### src/rtl/core/epse_pkg.sv
// Shared types, constants and gear logic for the encoder period speed estimator.
package epse_pkg;

	// Field widths
	localparam int EPSE_CAPTURE_WIDTH = 16;
	localparam int EPSE_FACTOR_W      = 48;
	localparam int EPSE_LIMIT_W       = 31;
	localparam int EPSE_POS_W         = 32;
	localparam int EPSE_SPEED_W       = 32;
	localparam int EPSE_ANGLE_W       = 32;
	localparam int EPSE_IDX_W         = 3;
	localparam int EPSE_CFG_DATA_W    = 48;
	localparam int EPSE_CODE_W        = 3;

	// Register indexes
	typedef enum logic [EPSE_IDX_W-1:0] {
		REG_FACTOR_ONE   = 3'd0,
		REG_FACTOR_TWO   = 3'd1,
		REG_FACTOR_THREE = 3'd2,
		REG_MAX_STEP     = 3'd3,
		REG_MAX_SPEED    = 3'd4,
		REG_POS_WRAP     = 3'd5,
		REG_ANGLE_SCALE  = 3'd6,
		REG_DIR_INVERT   = 3'd7
	} reg_idx_t;

	// Gear codes
	typedef logic [1:0] gear_t;
	localparam gear_t GEAR_LOW  = 2'd0;
	localparam gear_t GEAR_MID  = 2'd1;
	localparam gear_t GEAR_HIGH = 2'd2;

	// Hysteresis thresholds, Q16.16 rad/s
	localparam logic [EPSE_SPEED_W-1:0] RADS_5  = 32'd327680;
	localparam logic [EPSE_SPEED_W-1:0] RADS_15 = 32'd983040;
	localparam logic [EPSE_SPEED_W-1:0] RADS_20 = 32'd1310720;

	// Period below which a still shaft reads as zero speed
	localparam logic [31:0] SLOW_PERIOD = 32'd30000;

	// Prescaler codes per gear
	localparam logic [EPSE_CODE_W-1:0] CLK_CODE_LOW   = 3'd5;
	localparam logic [EPSE_CODE_W-1:0] CLK_CODE_MID   = 3'd4;
	localparam logic [EPSE_CODE_W-1:0] CLK_CODE_HIGH  = 3'd0;
	localparam logic [EPSE_CODE_W-1:0] UNIT_CODE_LOW  = 3'd0;
	localparam logic [EPSE_CODE_W-1:0] UNIT_CODE_HIGH = 3'd2;

	// Gear hysteresis on the speed magnitude; steps apply in order
	function automatic gear_t next_gear(gear_t g, logic [EPSE_SPEED_W-1:0] m);
		gear_t n;
		n = g;
		if (n == GEAR_LOW && m > RADS_15)
			n = GEAR_MID;
		if (n == GEAR_MID) begin
			if (m > RADS_20)
				n = GEAR_HIGH;
			if (m < RADS_5)
				n = GEAR_LOW;
		end
		if (n == GEAR_HIGH && m < RADS_15)
			n = GEAR_MID;
		return n;
	endfunction

endpackage

### src/rtl/core/epse_if.sv
// Channel interfaces: capture event requests, speed results and register writes.
interface epse_in_if #(
	parameter int CAPTURE_WIDTH = epse_pkg::EPSE_CAPTURE_WIDTH
);
	logic                                valid;
	logic                                ready;
	logic [CAPTURE_WIDTH-1:0]            capture_period;
	logic [epse_pkg::EPSE_POS_W-1:0]     position_latch;
	logic                                reverse_direction;
	logic                                capture_overflow;
	logic                                direction_error;
	logic [epse_pkg::EPSE_POS_W-1:0]     position_count;

	modport source (output valid, capture_period, position_latch, reverse_direction,
		capture_overflow, direction_error, position_count, input ready);
	modport sink (input valid, capture_period, position_latch, reverse_direction,
		capture_overflow, direction_error, position_count, output ready);
endinterface

interface epse_out_if;
	logic                                     valid;
	logic                                     ready;
	logic signed [epse_pkg::EPSE_SPEED_W-1:0] speed;
	logic [epse_pkg::EPSE_ANGLE_W-1:0]        electrical_angle;
	logic [1:0]                               speed_range;
	logic [epse_pkg::EPSE_CODE_W-1:0]         clock_prescale_code;
	logic [epse_pkg::EPSE_CODE_W-1:0]         unit_prescale_code;

	modport source (output valid, speed, electrical_angle, speed_range,
		clock_prescale_code, unit_prescale_code, input ready);
	modport sink (input valid, speed, electrical_angle, speed_range,
		clock_prescale_code, unit_prescale_code, output ready);
endinterface

interface epse_cfg_if;
	logic                                  valid;
	logic                                  ready;
	logic [epse_pkg::EPSE_IDX_W-1:0]       index;
	logic [epse_pkg::EPSE_CFG_DATA_W-1:0]  data;

	modport source (output valid, index, data, input ready);
	modport sink (input valid, index, data, output ready);
endinterface

### src/rtl/core/epse_divider.sv
// Restoring serial divider, two quotient bits per cycle.
module epse_divider #(
	parameter int DIVIDEND_W = epse_pkg::EPSE_FACTOR_W,
	parameter int DIVISOR_W  = epse_pkg::EPSE_CAPTURE_WIDTH
) (
	input  logic                  clk,
	input  logic                  arst_n,
	input  logic                  start,
	input  logic [DIVIDEND_W-1:0] dividend,
	input  logic [DIVISOR_W-1:0]  divisor,
	output logic                  busy,
	output logic [DIVIDEND_W-1:0] quotient
);
	import epse_pkg::*;

	localparam int STEPS = DIVIDEND_W / 2;
	localparam int CNT_W = (STEPS > 1) ? $clog2(STEPS) : 1;

	logic                  busy_q;
	logic [CNT_W-1:0]      cnt_q;
	logic [DIVISOR_W-1:0]  div_q;
	logic [DIVISOR_W-1:0]  rem_q;
	logic [DIVIDEND_W-1:0] dq_q;
	logic [DIVISOR_W-1:0]  rem_n;
	logic [DIVIDEND_W-1:0] dq_n;

	// Two restoring steps: dividend bits leave at the top, quotient bits enter at the bottom
	always_comb begin
		logic [DIVISOR_W:0] trial;
		logic [DIVISOR_W:0] diff;
		rem_n = rem_q;
		dq_n  = dq_q;
		for (int i = 0; i < 2; i++) begin
			trial = {rem_n, dq_n[DIVIDEND_W-1]};
			diff  = trial - {1'b0, div_q};
			dq_n  = {dq_n[DIVIDEND_W-2:0], 1'b0};
			if (trial >= {1'b0, div_q}) begin
				rem_n   = diff[DIVISOR_W-1:0];
				dq_n[0] = 1'b1;
			end else begin
				rem_n = trial[DIVISOR_W-1:0];
			end
		end
	end

	always_ff @(posedge clk or negedge arst_n) begin
		if (!arst_n) begin
			busy_q <= 1'b0;
			cnt_q  <= '0;
		end else if (start) begin
			busy_q <= 1'b1;
			cnt_q  <= CNT_W'(STEPS - 1);
		end else if (busy_q) begin
			cnt_q <= cnt_q - 1'b1;
			if (cnt_q == '0)
				busy_q <= 1'b0;
		end
	end

	// Datapath shift registers
	always_ff @(posedge clk) begin
		if (start) begin
			div_q <= divisor;
			rem_q <= '0;
			dq_q  <= dividend;
		end else if (busy_q) begin
			rem_q <= rem_n;
			dq_q  <= dq_n;
		end
	end

	assign busy     = busy_q;
	assign quotient = dq_q;

endmodule

### src/rtl/core/epse_multiplier.sv
// Shift-add serial multiplier, two multiplier bits per cycle.
module epse_multiplier #(
	parameter int WIDTH = epse_pkg::EPSE_POS_W
) (
	input  logic               clk,
	input  logic               arst_n,
	input  logic               start,
	input  logic [WIDTH-1:0]   multiplicand,
	input  logic [WIDTH-1:0]   multiplier,
	output logic               busy,
	output logic [2*WIDTH-1:0] product
);
	import epse_pkg::*;

	localparam int STEPS = WIDTH / 2;
	localparam int CNT_W = (STEPS > 1) ? $clog2(STEPS) : 1;

	logic                 busy_q;
	logic [CNT_W-1:0]     cnt_q;
	logic [WIDTH-1:0]     a_q;
	logic [2*WIDTH-1:0]   prod_q;
	logic [WIDTH+1:0]     pp;
	logic [WIDTH+1:0]     sum;

	// Partial product for the low two multiplier bits
	always_comb begin
		case (prod_q[1:0])
			2'd0:    pp = '0;
			2'd1:    pp = {2'b00, a_q};
			2'd2:    pp = {1'b0, a_q, 1'b0};
			2'd3:    pp = {2'b00, a_q} + {1'b0, a_q, 1'b0};
			default: pp = '0;
		endcase
	end

	assign sum = {2'b00, prod_q[2*WIDTH-1:WIDTH]} + pp;

	always_ff @(posedge clk or negedge arst_n) begin
		if (!arst_n) begin
			busy_q <= 1'b0;
			cnt_q  <= '0;
		end else if (start) begin
			busy_q <= 1'b1;
			cnt_q  <= CNT_W'(STEPS - 1);
		end else if (busy_q) begin
			cnt_q <= cnt_q - 1'b1;
			if (cnt_q == '0)
				busy_q <= 1'b0;
		end
	end

	// Accumulator in the high half, multiplier shifting out of the low half
	always_ff @(posedge clk) begin
		if (start) begin
			a_q    <= multiplicand;
			prod_q <= {{WIDTH{1'b0}}, multiplier};
		end else if (busy_q) begin
			prod_q <= {sum, prod_q[WIDTH-1:2]};
		end
	end

	assign busy    = busy_q;
	assign product = prod_q;

endmodule

### src/rtl/core/encoder_period_speed_estimator.sv
// Encoder period speed estimator: top level with sequencer and result register.
//
// Usage: one request on in_ch carries an encoder capture event (period,
// latched position, direction and error flags, position count). The block
// answers with exactly one result on out_ch: the new speed (signed Q16.16
// rad/s), the electrical angle, the new gear and its prescaler codes.
// Registers are written through cfg (index, data); cfg is always ready and
// should only be written while no request is in flight.
//
// The serial divider (48-bit factor over the capture period, two quotient
// bits per cycle) sets the time from the accepting edge to out_ch.valid;
// the angle multiplier runs alongside it and finishes first. One request
// is worked at a time, so a new request is taken only once the last one
// has left the sequencer.
//
// The result register frees in_ch: a new request is accepted while the
// last result still waits. If the receiver stalls, the next request
// finishes its arithmetic and then waits before its result is written.
// Reset clears the registers, the gear (low range) and the last speed.
module encoder_period_speed_estimator #(
	parameter int CAPTURE_WIDTH = epse_pkg::EPSE_CAPTURE_WIDTH
) (
	input logic   clk,
	input logic   arst_n,
	epse_in_if.sink   in_ch,
	epse_out_if.source out_ch,
	epse_cfg_if.sink  cfg
);
	import epse_pkg::*;

	typedef enum logic [2:0] {
		S_IDLE,
		S_GEAR,
		S_DIV,
		S_SAT,
		S_SLEW,
		S_LIMIT
	} state_t;

	// Configuration registers
	logic [EPSE_FACTOR_W-1:0] factor_one_q;
	logic [EPSE_FACTOR_W-1:0] factor_two_q;
	logic [EPSE_FACTOR_W-1:0] factor_three_q;
	logic [EPSE_LIMIT_W-1:0]  max_step_q;
	logic [EPSE_LIMIT_W-1:0]  max_speed_q;
	logic [EPSE_POS_W-1:0]    pos_wrap_q;
	logic [EPSE_ANGLE_W-1:0]  angle_scale_q;
	logic                     dir_invert_q;

	// Sequencer and state
	state_t                          state_q;
	gear_t                           gear_q;
	gear_t                           gear_next_q;
	logic signed [EPSE_SPEED_W-1:0]  last_q;
	logic signed [EPSE_SPEED_W-1:0]  est_q;
	logic [EPSE_ANGLE_W-1:0]         angle_q;
	logic                            zero_q;
	logic                            err_q;
	logic                            neg_q;

	// Latched request
	logic [CAPTURE_WIDTH-1:0] period_q;
	logic [EPSE_POS_W-1:0]    poslat_q;
	logic [EPSE_POS_W-1:0]    poscnt_q;
	logic                     rev_q;

	// Result register
	logic                            out_valid_q;
	logic signed [EPSE_SPEED_W-1:0]  out_speed_q;
	logic [EPSE_ANGLE_W-1:0]         out_angle_q;
	logic [1:0]                      out_range_q;
	logic [EPSE_CODE_W-1:0]          out_clk_q;
	logic [EPSE_CODE_W-1:0]          out_unit_q;

	// Arithmetic units
	logic                       div_busy;
	logic [EPSE_FACTOR_W-1:0]   quotient;
	logic                       mul_busy;
	logic [2*EPSE_POS_W-1:0]    product;
	logic                       unit_start;
	logic [EPSE_FACTOR_W-1:0]   factor_sel;

	// Combinational helpers
	logic [EPSE_SPEED_W-1:0]        last_mag;
	gear_t                          gear_n;
	logic                           negative;
	logic                           delta_zero;
	logic [31:0]                    period_ext;
	logic signed [EPSE_SPEED_W:0]   last_ext;
	logic signed [EPSE_SPEED_W:0]   est_ext;
	logic signed [EPSE_SPEED_W:0]   slew_hi;
	logic signed [EPSE_SPEED_W:0]   slew_lo;
	logic signed [EPSE_SPEED_W:0]   lim_hi;
	logic signed [EPSE_SPEED_W:0]   lim_lo;
	logic signed [EPSE_SPEED_W-1:0] sat_est;
	logic signed [EPSE_SPEED_W-1:0] final_est;
	logic [EPSE_CODE_W-1:0]         clk_code;
	logic [EPSE_CODE_W-1:0]         unit_code;
	logic                           out_free;

	assign cfg.ready = 1'b1;

	// Register writes
	always_ff @(posedge clk or negedge arst_n) begin
		if (!arst_n) begin
			factor_one_q   <= '0;
			factor_two_q   <= '0;
			factor_three_q <= '0;
			max_step_q     <= '0;
			max_speed_q    <= '0;
			pos_wrap_q     <= '0;
			angle_scale_q  <= '0;
			dir_invert_q   <= 1'b0;
		end else if (cfg.valid) begin
			case (cfg.index)
				REG_FACTOR_ONE:   factor_one_q   <= cfg.data;
				REG_FACTOR_TWO:   factor_two_q   <= cfg.data;
				REG_FACTOR_THREE: factor_three_q <= cfg.data;
				REG_MAX_STEP:     max_step_q     <= cfg.data[EPSE_LIMIT_W-1:0];
				REG_MAX_SPEED:    max_speed_q    <= cfg.data[EPSE_LIMIT_W-1:0];
				REG_POS_WRAP:     pos_wrap_q     <= cfg.data[EPSE_POS_W-1:0];
				REG_ANGLE_SCALE:  angle_scale_q  <= cfg.data[EPSE_ANGLE_W-1:0];
				REG_DIR_INVERT:   dir_invert_q   <= cfg.data[0];
				default: ;
			endcase
		end
	end

	// Gear step on the last speed magnitude
	assign last_mag   = last_q[EPSE_SPEED_W-1] ? (~last_q + 1'b1) : last_q;
	assign gear_n     = next_gear(gear_q, last_mag);
	assign negative   = rev_q ^ dir_invert_q;
	assign delta_zero = rev_q ? (poslat_q == pos_wrap_q) : (poslat_q == '0);
	assign period_ext = 32'(period_q);

	// Factor and codes of the new gear; an invalid gear uses the high range
	always_comb begin
		case (gear_n)
			GEAR_LOW: factor_sel = factor_one_q;
			GEAR_MID: factor_sel = factor_two_q;
			default:  factor_sel = factor_three_q;
		endcase
		case (gear_next_q)
			GEAR_LOW: begin
				clk_code  = CLK_CODE_LOW;
				unit_code = UNIT_CODE_LOW;
			end
			GEAR_MID: begin
				clk_code  = CLK_CODE_MID;
				unit_code = UNIT_CODE_LOW;
			end
			default: begin
				clk_code  = CLK_CODE_HIGH;
				unit_code = UNIT_CODE_HIGH;
			end
		endcase
	end

	assign unit_start = (state_q == S_GEAR);

	epse_divider #(
		.DIVIDEND_W (EPSE_FACTOR_W),
		.DIVISOR_W  (CAPTURE_WIDTH)
	) u_divider (
		.clk      (clk),
		.arst_n   (arst_n),
		.start    (unit_start),
		.dividend (factor_sel),
		.divisor  (period_q),
		.busy     (div_busy),
		.quotient (quotient)
	);

	epse_multiplier #(
		.WIDTH (EPSE_POS_W)
	) u_multiplier (
		.clk          (clk),
		.arst_n       (arst_n),
		.start        (unit_start),
		.multiplicand (angle_scale_q),
		.multiplier   (poscnt_q),
		.busy         (mul_busy),
		.product      (product)
	);

	// Signed, saturated quotient with zero and hold cases
	always_comb begin
		if (err_q)
			sat_est = last_q;
		else if (zero_q)
			sat_est = '0;
		else if (neg_q) begin
			if (quotient > 48'h0000_8000_0000)
				sat_est = 32'sh8000_0000;
			else
				sat_est = -$signed(quotient[EPSE_SPEED_W-1:0]);
		end else begin
			if (quotient > 48'h0000_7FFF_FFFF)
				sat_est = 32'sh7FFF_FFFF;
			else
				sat_est = $signed(quotient[EPSE_SPEED_W-1:0]);
		end
	end

	// Slew window and speed limit, one bit wider than the speed
	assign last_ext = {last_q[EPSE_SPEED_W-1], last_q};
	assign est_ext  = {est_q[EPSE_SPEED_W-1], est_q};
	assign slew_hi  = last_ext + $signed({2'b00, max_step_q});
	assign slew_lo  = last_ext - $signed({2'b00, max_step_q});
	assign lim_hi   = $signed({2'b00, max_speed_q});
	assign lim_lo   = -lim_hi;
	assign final_est = (est_ext > lim_hi || est_ext < lim_lo) ? last_q : est_q;

	assign out_free = !out_valid_q || out_ch.ready;
	assign in_ch.ready = (state_q == S_IDLE);

	// Sequencer, datapath registers and result register
	always_ff @(posedge clk or negedge arst_n) begin
		if (!arst_n) begin
			state_q     <= S_IDLE;
			gear_q      <= GEAR_LOW;
			gear_next_q <= GEAR_LOW;
			last_q      <= '0;
			out_valid_q <= 1'b0;
		end else begin
			// Result valid: set when a result is written, cleared when taken
			if (state_q == S_LIMIT && out_free)
				out_valid_q <= 1'b1;
			else if (out_ch.ready)
				out_valid_q <= 1'b0;
			case (state_q)
				S_IDLE: begin
					if (in_ch.valid)
						state_q <= S_GEAR;
				end
				S_GEAR: begin
					gear_next_q <= gear_n;
					state_q     <= S_DIV;
				end
				S_DIV: begin
					if (!div_busy && !mul_busy)
						state_q <= S_SAT;
				end
				S_SAT: begin
					state_q <= S_SLEW;
				end
				S_SLEW: begin
					state_q <= S_LIMIT;
				end
				S_LIMIT: begin
					if (out_free) begin
						last_q      <= final_est;
						gear_q      <= gear_next_q;
						state_q     <= S_IDLE;
					end
				end
				default: state_q <= S_IDLE;
			endcase
		end
	end

	// Payload registers
	always_ff @(posedge clk) begin
		if (state_q == S_IDLE && in_ch.valid) begin
			period_q <= in_ch.capture_period;
			poslat_q <= in_ch.position_latch;
			poscnt_q <= in_ch.position_count;
			rev_q    <= in_ch.reverse_direction;
			err_q    <= in_ch.capture_overflow | in_ch.direction_error;
		end
		if (state_q == S_GEAR) begin
			neg_q  <= negative;
			zero_q <= (period_q == '0) ||
				(delta_zero && (negative || period_ext < SLOW_PERIOD));
		end
		if (state_q == S_SAT) begin
			est_q <= sat_est;
			if (product[2*EPSE_POS_W-1:EPSE_ANGLE_W+8] != '0)
				angle_q <= '1;
			else
				angle_q <= product[EPSE_ANGLE_W+7:8];
		end
		if (state_q == S_SLEW) begin
			if (est_ext > slew_hi)
				est_q <= slew_hi[EPSE_SPEED_W-1:0];
			else if (est_ext < slew_lo)
				est_q <= slew_lo[EPSE_SPEED_W-1:0];
		end
		if (state_q == S_LIMIT && out_free) begin
			out_speed_q <= final_est;
			out_angle_q <= angle_q;
			out_range_q <= gear_next_q;
			out_clk_q   <= clk_code;
			out_unit_q  <= unit_code;
		end
	end

	assign out_ch.valid               = out_valid_q;
	assign out_ch.speed               = out_speed_q;
	assign out_ch.electrical_angle    = out_angle_q;
	assign out_ch.speed_range         = out_range_q;
	assign out_ch.clock_prescale_code = out_clk_q;
	assign out_ch.unit_prescale_code  = out_unit_q;

endmodule
### src/flat_wrapper.sv
// flat-port wrapper written by rule: the top's interface ports become plain ports
module encoder_period_speed_estimator_flat import epse_pkg::*;
#(
	parameter int CAPTURE_WIDTH = epse_pkg::EPSE_CAPTURE_WIDTH
)
  (clk, arst_n, in_ch_valid, in_ch_capture_period, in_ch_position_latch, in_ch_reverse_direction, in_ch_capture_overflow, in_ch_direction_error, in_ch_position_count, in_ch_ready, out_ch_valid, out_ch_speed, out_ch_electrical_angle, out_ch_speed_range, out_ch_clock_prescale_code, out_ch_unit_prescale_code, out_ch_ready, cfg_valid, cfg_index, cfg_data, cfg_ready);
  epse_in_if #(.CAPTURE_WIDTH(CAPTURE_WIDTH)) in_ch_i ();
  epse_out_if out_ch_i ();
  epse_cfg_if cfg_i ();
  input logic clk;
  input logic arst_n;
  input wire logic [$bits(in_ch_i.valid)-1:0] in_ch_valid;
  input wire logic [$bits(in_ch_i.capture_period)-1:0] in_ch_capture_period;
  input wire logic [$bits(in_ch_i.position_latch)-1:0] in_ch_position_latch;
  input wire logic [$bits(in_ch_i.reverse_direction)-1:0] in_ch_reverse_direction;
  input wire logic [$bits(in_ch_i.capture_overflow)-1:0] in_ch_capture_overflow;
  input wire logic [$bits(in_ch_i.direction_error)-1:0] in_ch_direction_error;
  input wire logic [$bits(in_ch_i.position_count)-1:0] in_ch_position_count;
  output wire logic [$bits(in_ch_i.ready)-1:0] in_ch_ready;
  output wire logic [$bits(out_ch_i.valid)-1:0] out_ch_valid;
  output wire logic [$bits(out_ch_i.speed)-1:0] out_ch_speed;
  output wire logic [$bits(out_ch_i.electrical_angle)-1:0] out_ch_electrical_angle;
  output wire logic [$bits(out_ch_i.speed_range)-1:0] out_ch_speed_range;
  output wire logic [$bits(out_ch_i.clock_prescale_code)-1:0] out_ch_clock_prescale_code;
  output wire logic [$bits(out_ch_i.unit_prescale_code)-1:0] out_ch_unit_prescale_code;
  input wire logic [$bits(out_ch_i.ready)-1:0] out_ch_ready;
  input wire logic [$bits(cfg_i.valid)-1:0] cfg_valid;
  input wire logic [$bits(cfg_i.index)-1:0] cfg_index;
  input wire logic [$bits(cfg_i.data)-1:0] cfg_data;
  output wire logic [$bits(cfg_i.ready)-1:0] cfg_ready;
  assign in_ch_i.valid = in_ch_valid;
  assign in_ch_i.capture_period = in_ch_capture_period;
  assign in_ch_i.position_latch = in_ch_position_latch;
  assign in_ch_i.reverse_direction = in_ch_reverse_direction;
  assign in_ch_i.capture_overflow = in_ch_capture_overflow;
  assign in_ch_i.direction_error = in_ch_direction_error;
  assign in_ch_i.position_count = in_ch_position_count;
  assign in_ch_ready = in_ch_i.ready;
  assign out_ch_valid = out_ch_i.valid;
  assign out_ch_speed = out_ch_i.speed;
  assign out_ch_electrical_angle = out_ch_i.electrical_angle;
  assign out_ch_speed_range = out_ch_i.speed_range;
  assign out_ch_clock_prescale_code = out_ch_i.clock_prescale_code;
  assign out_ch_unit_prescale_code = out_ch_i.unit_prescale_code;
  assign out_ch_i.ready = out_ch_ready;
  assign cfg_i.valid = cfg_valid;
  assign cfg_i.index = cfg_index;
  assign cfg_i.data = cfg_data;
  assign cfg_ready = cfg_i.ready;
  encoder_period_speed_estimator #(.CAPTURE_WIDTH(CAPTURE_WIDTH)) u_core (.clk(clk), .arst_n(arst_n), .in_ch(in_ch_i), .out_ch(out_ch_i), .cfg(cfg_i));
endmodule
### config.mk
export PLATFORM = sky130hd
export DESIGN_NAME = encoder_period_speed_estimator_flat
export DESIGN_NICKNAME = d
export VERILOG_FILES = /design/src/rtl/core/epse_pkg.sv /design/src/rtl/core/epse_if.sv /design/src/rtl/core/epse_divider.sv /design/src/rtl/core/epse_multiplier.sv /design/src/rtl/core/encoder_period_speed_estimator.sv /design/src/flat_wrapper.sv
export SDC_FILE = /design/constraint.sdc
export NUM_CORES = 2
export LEC_CHECK = 0
export ABC_AREA = 1
export ABC_CLOCK_PERIOD_IN_PS = 7100
export BUFFER_PORTS_ARGS = -buffer_cell sky130_fd_sc_hd__buf_2
export CORE_MARGIN = 2
export CORE_UTILIZATION = 62
export CTS_CLUSTER_DIAMETER = 80
export DETAILED_ROUTE_END_ITERATION = 6
export GPL_ROUTABILITY_DRIVEN = 0
export PLACE_DENSITY_LB_ADDON = 0.3
export SLEW_MARGIN = 5
export SYNTH_ARGS = -nofsm -noshare
export SYNTH_HDL_FRONTEND = slang
export SYNTH_SLANG_ARGS = --single-unit
### constraint.sdc
create_clock -name clk -period 7.1 [get_ports clk]
set_input_delay 0.71 -clock clk [delete_from_list [all_inputs] [get_ports clk]]
set_output_delay 0.71 -clock clk [all_outputs]
set_load 0.02 [all_outputs]
==> impl_metrics.yaml <==
status:
  status: "completed"
grt:
  grt_pass1_vias: 36600
  overflow: 0
  grt_pass1_wl_mm: 196
  antenna_found_initial: 9
  grt_util_all_layers: 0.349
  grt_max_degree: 170
pwr:
  p_leak_uw: 0.0225
  ir_worst_vdd_uv: 504
  power.density_nw_per_um2: 535
synthesis:
  yosys_warnings: 0
  synth_edf_count: 313
  synthFlopType: "dfrtp_1"
  syn_avg_cell_area_um2: 7.95
  ys_seq_area_frac: 0.438
  synthCells: 5472
  synth_area_um2: 43500
  async_reset_ff_frac: 0.450
  ys_seq_elements: 715
  ys_types: 67
drt:
  drtAntennaViolNets: 0
  vias_per_cell: 5.90
  drc_errors: 0
  drtIter0Drc: 4888
  routedWlPerCell_um: 19.1
  detail_route.first_pass.iterations: 6
  num_vias: 38900
  wirelength_mm: 126
critical_path:
  cp.required_ns: 7.63
  path_common_cell: "o21ai_0"
  critPathMaxStageDelay_ns: 0.55
  endpoint_kind: "flip-flop"
  cp_slowest_cell: "xor2_1"
  worstSetupStartpointType: "flip-flop"
  path_buf_inv: 3
  crit_family: "compound AO/OA/AOI/OAI gates"
  critPathMaxFanout: 13
  crit_path_start: "u_core.last_q[0]"
  cp_cell_sequence: "inv_2, ha_1, fa_1, o21ai_0, a21boi_0, o21ai_0, a21oi_1, o21ai_0, a21oi_1, xor2_1, ha_1, nand4_1, nor3_1, o21ai_0, o2111ai_1, nand2_1, nand3_1, xor2_1, buf_4, nand2_1, o21ai_0, nand2_1, nand2_1, inv_1"
  critPathKind: "flip-flop to flip-flop"
  cp_data_arrival_time_ns: 7.17
  reg2reg_from: "u_core.last_q[0]"
die:
  die_height_um: 269
  ioPinCount: 214
  row_count: 97
  initial_utilization: 0.623
  core_um2: 69800
  die_w_um: 269
  die-area_um2: 72300
timing:
  worst_slew_pin_slew_ns: 1.10
  max_freq_ghz: 0.151
  min_period_ns: 6.64
  hold_violations: 0
  setup-violations-final: 0
  finalCritPeriodShare: 0.935
  maxSlewViolCount: 0
  clock_skew_ns: 0.0407
  rsz0062_at_grt: "no"
  setup_tns_ns: 0
  slew_headroom: 0.262
cells_and_area:
  syn_to_final_growth_pct: 10.1
  drive_above_1_share: 0.0818
  utilization: 0.686
  nets: 6032
  regArea_um2: 19100
  n_fill_cell: 5672
  multi_input_area_um2: 21000
clocking:
  cts_tree: "done"
  clock-root-buffer: "clkbuf_16"
  clkSlewWorstSetupHoldPaths_ns: 0.06
  numCtsBuffers: 78
  cts_sinks: 715
  cts_resized: 0
  cts_buffer_depth: 3
  post-cts-setup-buffers: 0
  htree_levels: 3
  insertion_delay_ns: 0.66
  cts_hold_buf: 0
placement:
  port_buffers: 209
  dpl.hpwl_mm: 91.5
hold_path:
  hold_class: "input port to asynchronous set/reset pin"
job:
  max-cap-violations: 0
[cells in the mapped netlist (all sizes together) (52+ instances only)]
cell type  count  area [um^2]
nand2       1373         5230
inv          709         2660
o21ai        599         3010
nor2         358         1390
nand3        336         1700
dfrtp        322         8060
edfxtp       313         9400
ha           292         3650
a21oi        287         1450
clkbuf       147          553
xor2         139         1220
dfxtp         80         1600
o211ai        65          488
nor3          59          300
buf           53          295
nand4         52          325
[cell usage in the layout (no fill, tap or decap), types with 30 or more instances in the layout]
cell,instances
a21oi_1,286
buf_2,208
buf_4,30
clkbuf_16,80
dfrtp_1,322
dfxtp_1,80
edfxtp_1,313
ha_1,292
inv_1,698
nand2_1,1351
nand3_1,332
nand4_1,52
nor2_1,344
nor3_1,55
nor4_1,40
o211ai_1,65
o21ai_0,595
o221ai_1,31
or2_2,35
xor2_1,139
[path summary, 6_finish.rpt]
kind	end	slack [ns]	cells past startpoint
worst min register to register	u_core.out_ch.electrical_angle[5]	0.42	0
max in group asynchronous	u_core.angle_scale_q[30]	5.34	2
worst max register to register	u_core.est_q[11]	0.46	24
worst max-delay path	u_core.est_q[11]	0.46	24
worst min-delay path	u_core.pos_wrap_q[4]	0.13	1
min in group clk	u_core.poslat_q[6]	0.22	1
[power breakdown]
| group | internal (uW) | switching, uW |
|---|---|---|
| sequential | 5800 | 1160 |
| clock | 2400 | 1760 |
| combinational | 4910 | 9590 |
| total | 13100 | 12500 |
[sequential cells by signal (all words and copies together), names as in the netlist, 48 cells and up]
signal,flops
u_core.factor_one_q,48
u_core.factor_three_q,48
u_core.factor_two_q,48
u_core.u_divider.quotient,48
u_core.u_multiplier.product,64
[through the flow]
step                instance area, um^2  total power (uW)  worst slack [ns]  std cells  hold WS, ns
finish                            47900             25600             0.462       6600        0.135
global route                      47900             27600             0.163       6599        0.183
CTS                               47900             25200             0.761       6598        0.161
detailed placement                45200             20900             0.852       6455        0.405
global placement                  45200             20600             0.872       6455        0.401
floorplan                         43500             17200              2.44       5474        0.400
[area by class of cell]
| type | count | area share |
|---|---|---|
| multi-input combinational | 3846 | 0.438 |
| sequential | 715 | 0.398 |
| inverter | 713 | 0.0559 |
| clock buffer | 105 | 0.0463 |
| timing repair buffer | 241 | 0.0276 |
| tap | 940 | 0.0246 |
| clock inverter | 38 | 0.00915 |
| antenna | 2 | 0.000105 |
[kinds of logic (layout without fill, tap and decap cells)]
kind of cell	Yosys count	count (layout)	share of synthesized area
fa+ha+maj	298	298	0.0867
compound gates	1115	1115	0.143
simple gates	2266	2266	0.219
buf+inv	913	1097	0.0810
other cells	2	6	0.000173
xor+xnor	161	161	0.0324
flops	715	715	0.438
mux	2	2	0.000460
[layer usage]
metal / wire length, um / vias up / track usage
li1: - / 18500 / -
met2: 55200 / 1945 / 0.536
met4: 5500 / 6 / 0.143
met3: 14500 / 315 / 0.0806
met1: 50900 / 18200 / 0.477
met5: 37 / - / 0
(Power assumes the default switching activity.)
